[config.mk]
export PLATFORM = sky130hd
export DESIGN_NAME = atbp_fifo
export DESIGN_NICKNAME = d
export VERILOG_FILES = /design/src/hw/rtl/atbp_fifo.sv
export SDC_FILE = /design/constraint.sdc
export NUM_CORES = 1
export LEC_CHECK = 0
export BUFFER_PORTS_ARGS = -buffer_cell sky130_fd_sc_hd__buf_2
export CAP_MARGIN = 25
export CORE_MARGIN = 1.5
export CORE_UTILIZATION = 55
export CTS_CLUSTER_DIAMETER = 60
export CTS_CLUSTER_SIZE = 30
export DETAILED_ROUTE_END_ITERATION = 16
export MAX_ROUTING_LAYER = met4
export PLACE_DENSITY = 0.76
export SLEW_MARGIN = 15
export SYNTH_ARGS = -nofsm -noshare
export SYNTH_HDL_FRONTEND = slang
export SYNTH_SLANG_ARGS = --single-unit
[constraint.sdc]
create_clock -name clk -period 2 [get_ports clk]
set_clock_uncertainty 0.15 [all_clocks]
set_input_delay 0.4 -clock clk [delete_from_list [all_inputs] [get_ports clk]]
set_output_delay 0.4 -clock clk [all_outputs]
set_load 0.03 [all_outputs]
[src/hw/rtl/atbp_fifo.sv]
module atbp_fifo #(
	parameter int DEPTH = 4,
	parameter int WIDTH = 8
) (
	input  logic             clk,
	input  logic             arst_n,
	input  logic             push,
	input  logic [WIDTH-1:0] push_data,
	input  logic             pop,
	output logic             not_empty,
	output logic             room,
	output logic [WIDTH-1:0] head_data
);
	localparam int PW = (DEPTH > 1) ? $clog2(DEPTH) : 1;
	localparam int CW = $clog2(DEPTH + 1);

	logic [WIDTH-1:0] mem_q [DEPTH];
	logic [PW-1:0]    wr_q, rd_q;
	logic [CW-1:0]    cnt_q;

	function automatic logic [PW-1:0] nxt(input logic [PW-1:0] p);
		return (p == PW'(DEPTH - 1)) ? '0 : p + 1'b1;
	endfunction

	assign not_empty = (cnt_q != '0);
	// space for one beat in flight plus a new one
	assign room      = (cnt_q < CW'(DEPTH - 1));
	assign head_data = mem_q[rd_q];

	always_ff @(posedge clk) begin
		if (push) mem_q[wr_q] <= push_data;
	end

	always_ff @(posedge clk or negedge arst_n) begin
		if (!arst_n) begin
			wr_q  <= '0;
			rd_q  <= '0;
			cnt_q <= '0;
		end else begin
			if (push) wr_q <= nxt(wr_q);
			if (pop)  rd_q <= nxt(rd_q);
			if (push && !pop)      cnt_q <= cnt_q + 1'b1;
			else if (pop && !push) cnt_q <= cnt_q - 1'b1;
		end
	end
endmodule

# Word-level counts from Yosys, hierarchy flattened
# Memory sizes are Yosys's and may differ from the RTL's.
# Index checks and enable logic that the tools add are counted.
# word_totals
mem_count	1
output_inout_bits	10
input_bits	12
ramBits	32
ff_bits	7
# op_classes
n_reduce_logical	6
muxes	6
magnitude_cmp	1
add_sub_neg	4
n_eq_ne	2
# memory_table
memory	depth	width	rd	rd_clocked_by_memory_dff	write_ports	line_no	rtl
mem_q	4	8	1	0	1	17	logic [WIDTH-1:0] mem_q [DEPTH];
# ops
operator	n
$mux W3	2
$add A2 B1 Y2 const B	2
$eq A2 B2 Y1 const B	2
$mux W2	2
$add A3 B1 Y3 const B	1
$lt A3 B2 Y1 const B	1
$reduce_bool A3 Y1	1
$sub A3 B1 Y3 const B	1
$logic_and A1 B1 Y1	2
$logic_not A1 Y1	2
$mux W1	2
$reduce_bool A2 Y1	1

# Depth between registers and ports, before layout
# Gate-level depths: netlist of the first run.
# depth
word_depth	4
depth_mapped	7

# Least setup slack after synthesis of the first run
# No wires, ideal clock.
# synth_timing
path_type	register to output
startpoint	reg rd_q[0]
endpoint	out head_data[0]
t_arrival_ns	1.114
stages_incl_launch_ff	3
path_buffers	1
slack_ns	0.336
path_cell_list	dfrtp_1 buf_6 mux4_2
# synth_via
elab_chain_len	1
# synth_rtl
item	line_no	rtl
start: declaration	18	logic [PW-1:0] wr_q, rd_q;
start signal: assignment	41	if (pop) rd_q <= nxt(rd_q);
$mem_v2 Z4 W8	n/a	
end: declaration	12	output logic [WIDTH-1:0] head_data
# No other way between the ends.

# Worst setup path after layout of the first run
# layout_timing
startpoint	reg rd_q[0]
endpoint	out head_data[7]
# Same word-level chain as after synthesis.

==> run summary, run 1 <==
EDFF count, synth: 32
initial antenna violation count: 0
Num CTS Buffers: 5
Reg-to-Reg Start: wr_q[0]$_DFFE_PN0P_
failing checks: negative setup slack
drt drc: 0
R2R Path End: mem_q[0][6]$_DFFE_PP_
Placer Congestion: 0.699
WP data arrival: 1.55 ns
synthesized area: 1570 µm²
Period Utilization, post-route: 105%
Sw Ratio: 33.1%
hold path startpoint: push_data[7]
Worst Hold Path EP: mem_q[2][7]$_DFFE_PP_
status: finished with violations
Int Power: 1.83 mW
fraction of layout cells with a size suffix above 1: 38.2%
std cell rows: 19
synth top area cells: edfxtp_1 (61%), mux4_2 (12%), dfrtp_1 (11%)
htree depth: 2
I/O Buffers: 21
peak supply drop: 1000 µV
Area Growth Syn to Fin: 18.8%
Starting Density: 57.3%
cell area after layout: 1860 µm²
Setup violations, final: 8
Hold Path Cell Cnt: 1
Die W: 56.4 µm
Seq cells post-synth: 39
placed cell areas: 1710 µm²
syn_nets: 98
Tot GR Track Use: 17.2%
Clock Latency Late Sink: 0.34 ns
sequential fraction of design power: 43.3%
synthesized instance count: 79
final hold vios: 0
core area: 2730 µm²
synthesized area per cell: 19.8 µm²
utilization after layout: 68.1%
Post-synth top flop: edfxtp_1
clk slew on worst S/H paths: 0.11 ns
Worst slew margin: 69.4%
Slew Limit Fails: 0
Critical Path Fanout Max: 4
P_leak: 0.712 nW
via/cell ratio: 5.46
Synth cell types: 19
most common cell in the synthesized netlist: edfxtp_1
Setup crit start kind: register
sequential cell area fraction in the yosys report: 72.5%
Worst Setup SP: rd_q[0]$_DFFE_PN0P_
CTS sink count: 39
Wirelength per Cell: 16.0 µm
asr flop ratio synth: 17.9%
setup TNS: -0.733 ns
Hold Path Class: in2reg
final worst setup slack: -0.104 ns
first-pass GRT wire length: 3.77 mm
starting DRC count in detailed routing: 16
Remaining Overflow, GRT: 0
Post-Layout Cell Count: 141
largest net degree at the start of global routing: 13
total power: 2.74 mW
Synth Warn #: 0
Max Cap Viol: 0
layout filler cell count: 186
Post-DRT Antenna Nets: 0
Clock power frac: 18.4%
Comb pwr share: 38.3%
RSZ-0062 raised after global routing: true
HPWL Detailed: 1.51 mm
Final min period: 2.10 ns
CTS max path bufs: 2
area leader, netlist: edfxtp_1
Place WS: 0.0796 ns
area of the multi-input gates: 399 µm²
Least-Margin Pin Slew: 0.460 ns
PwrDens: 1470 nW/µm²
die area: 3180 µm²
final WL: 2.26 mm
cells on worst reg2reg path: 3
vias post-DR: 770
share of the synthesized area in the top cell type: 61.3%
crit end category: output pin
CTS tree: yes
vias in the first global route: 820
DP Cell Count: 131
root buf cell: clkbuf_4
die height: 56.4 µm
fmax: 475 MHz
Reg area: 1140 µm²
diode count: 0
leading cell types by count after synthesis: edfxtp_1 (32), mux4_2 (8), dfrtp_1 (7)
hold slack final: 0.119 ns
required time of the critical path: 1.45 ns
Top Ports: 22
Sw Pwr: 907 µW
nets: 128
drt pass-1 iters: 4
Worst Setup Path Type: reg2out
reg-to-reg slack, setup: 0.39 ns
## repair_timing
| item | CTS | global route |
|---|---|---|
| endpoints found under the setup margin | 8 | 8 |
| hold endpoints to repair | 7 | 0 |
| hold buffers | 1 | 0 |
| setup buffers | 1 | 0 |
| cloned | 0 | 0 |
| pin swaps | 0 | 0 |
| gates resized for setup | 18 | 0 |
## layout by cell type, fill, tap and decap left out, drive strengths merged, types with 4 or more instances in the layout
master / instances
and2: 4
buf: 24
clkbuf: 5
dfrtp: 7
edfxtp: 32
ha: 6
inv: 4
mux4: 8
## power by group through the flow
stage | registers (mW) | clock network [mW] | logic, mW
global route | 1.21 | 0.543 | 1.14
finish | 1.19 | 0.504 | 1.05
floorplan | 1.15 | 0 | 0.722
CTS | 1.19 | 0.516 | 1.06
global placement | 1.19 | 0 | 0.882
detailed placement | 1.21 | 0 | 0.896
## cell families after synthesis
| group | Yosys count | share of synthesized area (%) |
|---|---|---|
| AOI/OAI and AO/OA | 4 | 1.52 |
| DFF | 39 | 72.5 |
| adders and majority gates | 7 | 6.07 |
| buffers and inverters | 6 | 2.00 |
| muxes | 10 | 12.9 |
| and+or+nand+nor | 10 | 3.27 |
| xor gates and xnor gates | 3 | 1.68 |
## worst max path at each step
stage | end | slack (ns) | cells after the start
6_report | head_data[7] | -0.10 | 3
5_1_grt | head_data[7] | -0.16 | 3
4_1_cts | head_data[7] | -0.12 | 3
3_5_place_dp | cnt_q[2]$_DFFE_PN0P_ | 0.08 | 8
3_3_place_gp | cnt_q[2]$_DFFE_PN0P_ | 0.19 | 8
2_1_floorplan | head_data[0] | 0.34 | 2
## cell type report
| cell class | instances | share of cell area, % |
|---|---|---|
| well taps | 31 | 2.08 |
| repair buffers | 25 | 10.5 |
| inverters | 4 | 0.807 |
| clock inverters | 3 | 2.08 |
| flip-flops and latches | 39 | 61.1 |
| clock buffers | 5 | 2.02 |
| multi-input cells | 34 | 21.5 |
## critical path: stages (launching register included)
cell,delay [ns]
dfrtp_1,0.40
buf_6,0.14
mux4_2,0.51
buf_6,0.16
## sequential cells by signal, indices dropped and copies added, names as in the netlist
name	count
cnt_q	3
mem_q	32
rd_q	2
wr_q	2
## layer usage
layer  up-vias  part of all wire [%]  track usage (%)
met5         -                     0                -
met4         0                   1.8             6.12
met3         5                   5.8             7.37
met2        20                    51             28.2
met1       384                    42             18.8
li1        361                     -                -
No activity file was read; power rests on OpenSTA's default activity.
==> run 2: changes to the inputs <==
--- a/config.mk
+++ b/config.mk
@@ -7,12 +7,10 @@
 export LEC_CHECK = 0
 export BUFFER_PORTS_ARGS = -buffer_cell sky130_fd_sc_hd__buf_2
 export CAP_MARGIN = 25
-export CORE_MARGIN = 1.5
 export CORE_UTILIZATION = 55
 export CTS_CLUSTER_DIAMETER = 60
-export CTS_CLUSTER_SIZE = 30
+export CTS_CLUSTER_SIZE = 28
 export DETAILED_ROUTE_END_ITERATION = 16
-export MAX_ROUTING_LAYER = met4
 export PLACE_DENSITY = 0.76
 export SLEW_MARGIN = 15
 export SYNTH_ARGS = -nofsm -noshare
==> run summary, run 2 (synthesized netlist as in run 1, its figures left out) <==
final WL: 2.22 mm
Place WS: 0.139 ns
htree depth: 2
clk slew on worst S/H paths: 0.10 ns
WP data arrival: 1.57 ns
commonest non-fill, non-tap cell in the layout: edfxtp_1
die area: 3070 µm²
Final min period: 2.12 ns
Slew Limit Fails: 0
root buf cell: clkbuf_4
Reg area: 1140 µm²
drt pass-1 iters: 4
core area: 2590 µm²
final hold vios: 0
Least-Margin Pin Slew: 0.444 ns
most used cell, CP: buf_6
starting DRC count in detailed routing: 9
fmax: 472 MHz
Top Ports: 22
area of the multi-input gates: 399 µm²
Critical Path Fanout Max: 4
CP max stage cell: mux4_2
largest net degree at the start of global routing: 12
PwrDens: 1420 nW/µm²
I/O Buffers: 21
Setup violations, final: 8
failing checks: negative setup slack
Period Utilization, post-route: 106%
RSZ-0062 raised after global routing: true
die height: 55.4 µm
worst-path cell chain: buf_6 > mux4_2 > buf_6
Die W: 55.4 µm
status: finished with violations
drt drc: 0
CTS max path bufs: 2
Area Growth Syn to Fin: 17.5%
Post-DRT Antenna Nets: 0
Worst Setup Path Type: reg2out
Largest regs: mem_q x32, cnt_q x3
vias post-DR: 762
Hold Path Class: in2reg
via/cell ratio: 5.40
initial antenna violation count: 0
fraction of layout cells with a size suffix above 1: 37.8%
Worst slew margin: 70.4%
nets: 129
Num CTS Buffers: 5
max reg flops: 32
cell area after layout: 1840 µm²
HPWL Detailed: 1.53 mm
Remaining Overflow, GRT: 0
CTS sink count: 39
layout filler cell count: 167
first-pass GRT wire length: 3.55 mm
Max Cap Viol: 0
required time of the critical path: 1.45 ns
P_leak: 0.700 nW
Setup crit start kind: register
std cell rows: 18
Placer Congestion: 0.712
peak supply drop: 1020 µV
Clock Latency Late Sink: 0.33 ns
most frequent cells in the layout: edfxtp_1 (32), buf_2 (13), buf_6 (10)
vias in the first global route: 754
Starting Density: 60.5%
Wirelength per Cell: 15.7 µm
most flop-heavy register: mem_q
final worst setup slack: -0.119 ns
utilization after layout: 71.1%
CTS tree: yes
CP max stage delay: 0.52 ns
placed cell areas: 1710 µm²
hold slack final: 0.124 ns
crit end category: output pin
Tot GR Track Use: 16.6%
diode count: 0
==> run 2: layout make-up <==
| cell class | count | area share [%] |
|---|---|---|
| multi-input combinational | 34 | 21.7 |
| sequential | 39 | 61.8 |
| timing repair buffer | 26 | 11.0 |
| tap | 30 | 2.04 |
| clock inverter | 2 | 0.408 |
| inverter | 4 | 0.816 |
| clock buffer | 6 | 2.24 |
==> run 2: critical path: cells and delay by family (launching register included) <==
kind,cells,cell delay (ns)
buffers and inverters,2,0.30
DFF,1,0.42
muxes,1,0.52
==> run 2: layer usage <==
metal | track usage [%] | wire, µm | vias up
met2 | 25.3 | 1130 | 19
met1 | 20.8 | 949 | 372
met4 | 9.64 | 57 | 0
li1 | - | - | 364
met5 | 0 | 0 | -
met3 | 5.39 | 86 | 7
==> run 2: power breakdown <==
part	total [mW]	switching, mW	leakage (nW)	internal, mW
Sequential	1.19	0.124	0.376	1.07
Clock	0.360	0.230	0.0273	0.130
Combinational	1.06	0.537	0.297	0.518
==> run 2: worst paths after layout <==
path / to / depth (start not counted) / slack, ns / from
worst max-delay path: head_data[0] / 3 / -0.12 / rd_q[0]$_DFFE_PN0P_
worst min-delay path: mem_q[3][0]$_DFFE_PP_ / 1 / 0.12 / push_data[0]
worst max register to register: mem_q[0][7]$_DFFE_PP_ / 3 / 0.45 / wr_q[0]$_DFFE_PN0P_
worst min register to register: cnt_q[2]$_DFFE_PN0P_ / 1 / 0.35 / cnt_q[2]$_DFFE_PN0P_
max in group asynchronous: rd_q[0]$_DFFE_PN0P_ / 2 / 1.26 / arst_n
min in group asynchronous: wr_q[0]$_DFFE_PN0P_ / 2 / 0.27 / arst_n
==> run 2: what timing repair did <==
action	4_1_cts	5_1_grt
resized for setup	18	1
setup buffers	1	1
endpoints found under the hold margin	7	0
gates cloned	0	0
setup endpoints to repair	8	8
hold buffers	1	0
==> run 2: through the flow <==
| stage | power, mW | setup TNS, ns | std cells |
|---|---|---|---|
| detailed placement | 2.11 | 0 | 130 |
| CTS | 2.63 | -1.14 | 140 |
| finish | 2.61 | -0.787 | 141 |
| global route | 2.76 | -1.18 | 141 |
| floorplan | 1.87 | 0 | 79 |
| global placement | 2.07 | 0 | 130 |
==> run 3: changes to the inputs <==
--- a/config.mk
+++ b/config.mk
@@ -7,11 +7,12 @@
 export LEC_CHECK = 0
 export BUFFER_PORTS_ARGS = -buffer_cell sky130_fd_sc_hd__buf_2
 export CAP_MARGIN = 25
+export CORE_MARGIN = 2
 export CORE_UTILIZATION = 55
 export CTS_CLUSTER_DIAMETER = 60
 export CTS_CLUSTER_SIZE = 28
 export DETAILED_ROUTE_END_ITERATION = 16
-export PLACE_DENSITY = 0.76
+export PLACE_DENSITY = 0.77
 export SLEW_MARGIN = 15
 export SYNTH_ARGS = -nofsm -noshare
 export SYNTH_HDL_FRONTEND = slang
==> run summary, run 3 (synthesized netlist as in run 1, its figures left out) <==
Least-Margin Pin Slew: 0.478 ns
die area: 3290 µm²
Reg-to-Reg Start: wr_q[0]$_DFFE_PN0P_
Sw Pwr: 898 µW
Worst slew margin: 68.2%
PwrDens: 1420 nW/µm²
Num CTS Buffers: 5
DR WL met2: 1.18 mm
peak supply drop: 1100 µV
Post-Layout Cell Count: 140
starting DRC count in detailed routing: 19
total power: 2.58 mW
Starting Density: 57.3%
layout filler cell count: 196
most flop-heavy register: mem_q
metal3 WL: 113 µm
Setup violations, final: 8
status: finished with violations
diode count: 0
I/O Buffers: 21
P_leak: 0.690 nW
R2R Path End: mem_q[0][4]$_DFFE_PP_
final worst setup slack: -0.114 ns
Clock Latency Late Sink: 0.34 ns
Placer Congestion: 0.671
initial antenna violation count: 0
fraction of layout cells with a size suffix above 1: 36.7%
RSZ-0062 raised after global routing: true
via/cell ratio: 5.46
final WL: 2.35 mm
Remaining Overflow, GRT: 0
Worst Setup Path Type: reg2out
crit end category: output pin
die height: 57.4 µm
Wirelength per Cell: 16.8 µm
Area Growth Syn to Fin: 15.9%
core area: 2730 µm²
Period Utilization, post-route: 106%
Worst Hold Path EP: mem_q[0][0]$_DFFE_PP_
first-pass GRT wire length: 3.74 mm
Reg area: 1140 µm²
Critical Path Fanout Max: 5
area of the multi-input gates: 399 µm²
clk slew on worst S/H paths: 0.11 ns
nets: 127
required time of the critical path: 1.45 ns
hold path startpoint: push_data[0]
largest net degree at the start of global routing: 12
failing checks: negative setup slack
drt pass-1 iters: 4
Max Cap Viol: 0
cells on worst reg2reg path: 3
fmax: 473 MHz
Int Power: 1.68 mW
vias post-DR: 765
M1 wire length: 1.01 mm
max reg flops: 32
Largest regs: mem_q x32, cnt_q x3
most frequent cells in the layout: edfxtp_1 (32), buf_2 (13), mux4_2 (8)
std cell rows: 19
CTS tree: yes
final hold vios: 0
Top Ports: 22
Final min period: 2.11 ns
Max Used Layer: met4
Clock power frac: 14.6%
Slew Limit Fails: 0
Die W: 57.4 µm
utilization after layout: 66.4%
sequential fraction of design power: 46.0%
vias in the first global route: 787
WP data arrival: 1.56 ns
root buf cell: clkbuf_4
Tot GR Track Use: 16.2%
HPWL Detailed: 1.63 mm
Setup crit start kind: register
Sw Ratio: 34.8%
commonest non-fill, non-tap cell in the layout: edfxtp_1
Hold Path Class: in2reg
htree depth: 2
Comb pwr share: 39.4%
CTS sink count: 39
DP Cell Count: 131
Hold Path Cell Cnt: 1
CTS max path bufs: 2
reg-to-reg slack, setup: 0.40 ns
drt drc: 0
Post-DRT Antenna Nets: 0
Place WS: 0.127 ns
[run 3: power by group through the flow]
stage,Clock [mW],Combinational [mW],Sequential (mW)
2_1_floorplan,0,0.722,1.15
3_3_place_gp,0,0.886,1.19
3_5_place_dp,0,0.907,1.21
4_1_cts,0.392,1.04,1.19
5_1_grt,0.423,1.10,1.21
6_report,0.376,1.02,1.19
[run 3: worst max-delay path: stages, from the launching register on]
cell and delay [ns]:
dfrtp_1 0.38, buf_4 0.16, mux4_2 0.50, buf_4 0.18
[run 3: metal layers]
layer  track usage [%]  vias to the layer above
li1                  -                      362
met1              19.8                      382
met2              25.3                       15
met3              7.03                        6
met4              6.98                        0
met5                 0                        -
[run 3: worst max-delay path by stage]
| stage | from | cells past startpoint | endpoint |
|---|---|---|---|
| after global placement | pop | 8 | cnt_q[2]$_DFFE_PN0P_ |
| after floorplan | rd_q[0]$_DFFE_PN0P_ | 2 | head_data[0] |
| final | rd_q[0]$_DFFE_PN0P_ | 3 | head_data[4] |
| after detailed placement | pop | 8 | cnt_q[2]$_DFFE_PN0P_ |
| after global routing | rd_q[0]$_DFFE_PN0P_ | 3 | head_data[4] |
| after CTS | rd_q[0]$_DFFE_PN0P_ | 3 | head_data[4] |
[run 3: metrics by stage]
step                      hold slack, ns  cell area [µm²]  TNS [ns]
after floorplan                  -0.0456             1570         0
after global routing              0.0939             1820     -1.45
final                              0.117             1820    -0.794
after global placement            0.0889             1710         0
after CTS                          0.102             1820     -1.07
after detailed placement          0.0942             1710         0
[run 3: final cells by class]
cell class                      instances  area share, %
Clock inverter                          1          0.276
Multi-Input combinational cell         34           22.0
Sequential cell                        39           62.6
Inverter                                4          0.827
Timing Repair Buffer                   24           9.72
Clock buffer                            7           2.48
Tap cell                               31           2.14
[run 3: repair_timing]
action,4_1_cts,5_1_grt
gates cloned,0,0
gates resized for setup,15,0
hold buffers,1,0
endpoints found under the hold margin,7,0
setup endpoints to repair,8,8
buffers inserted,0,0
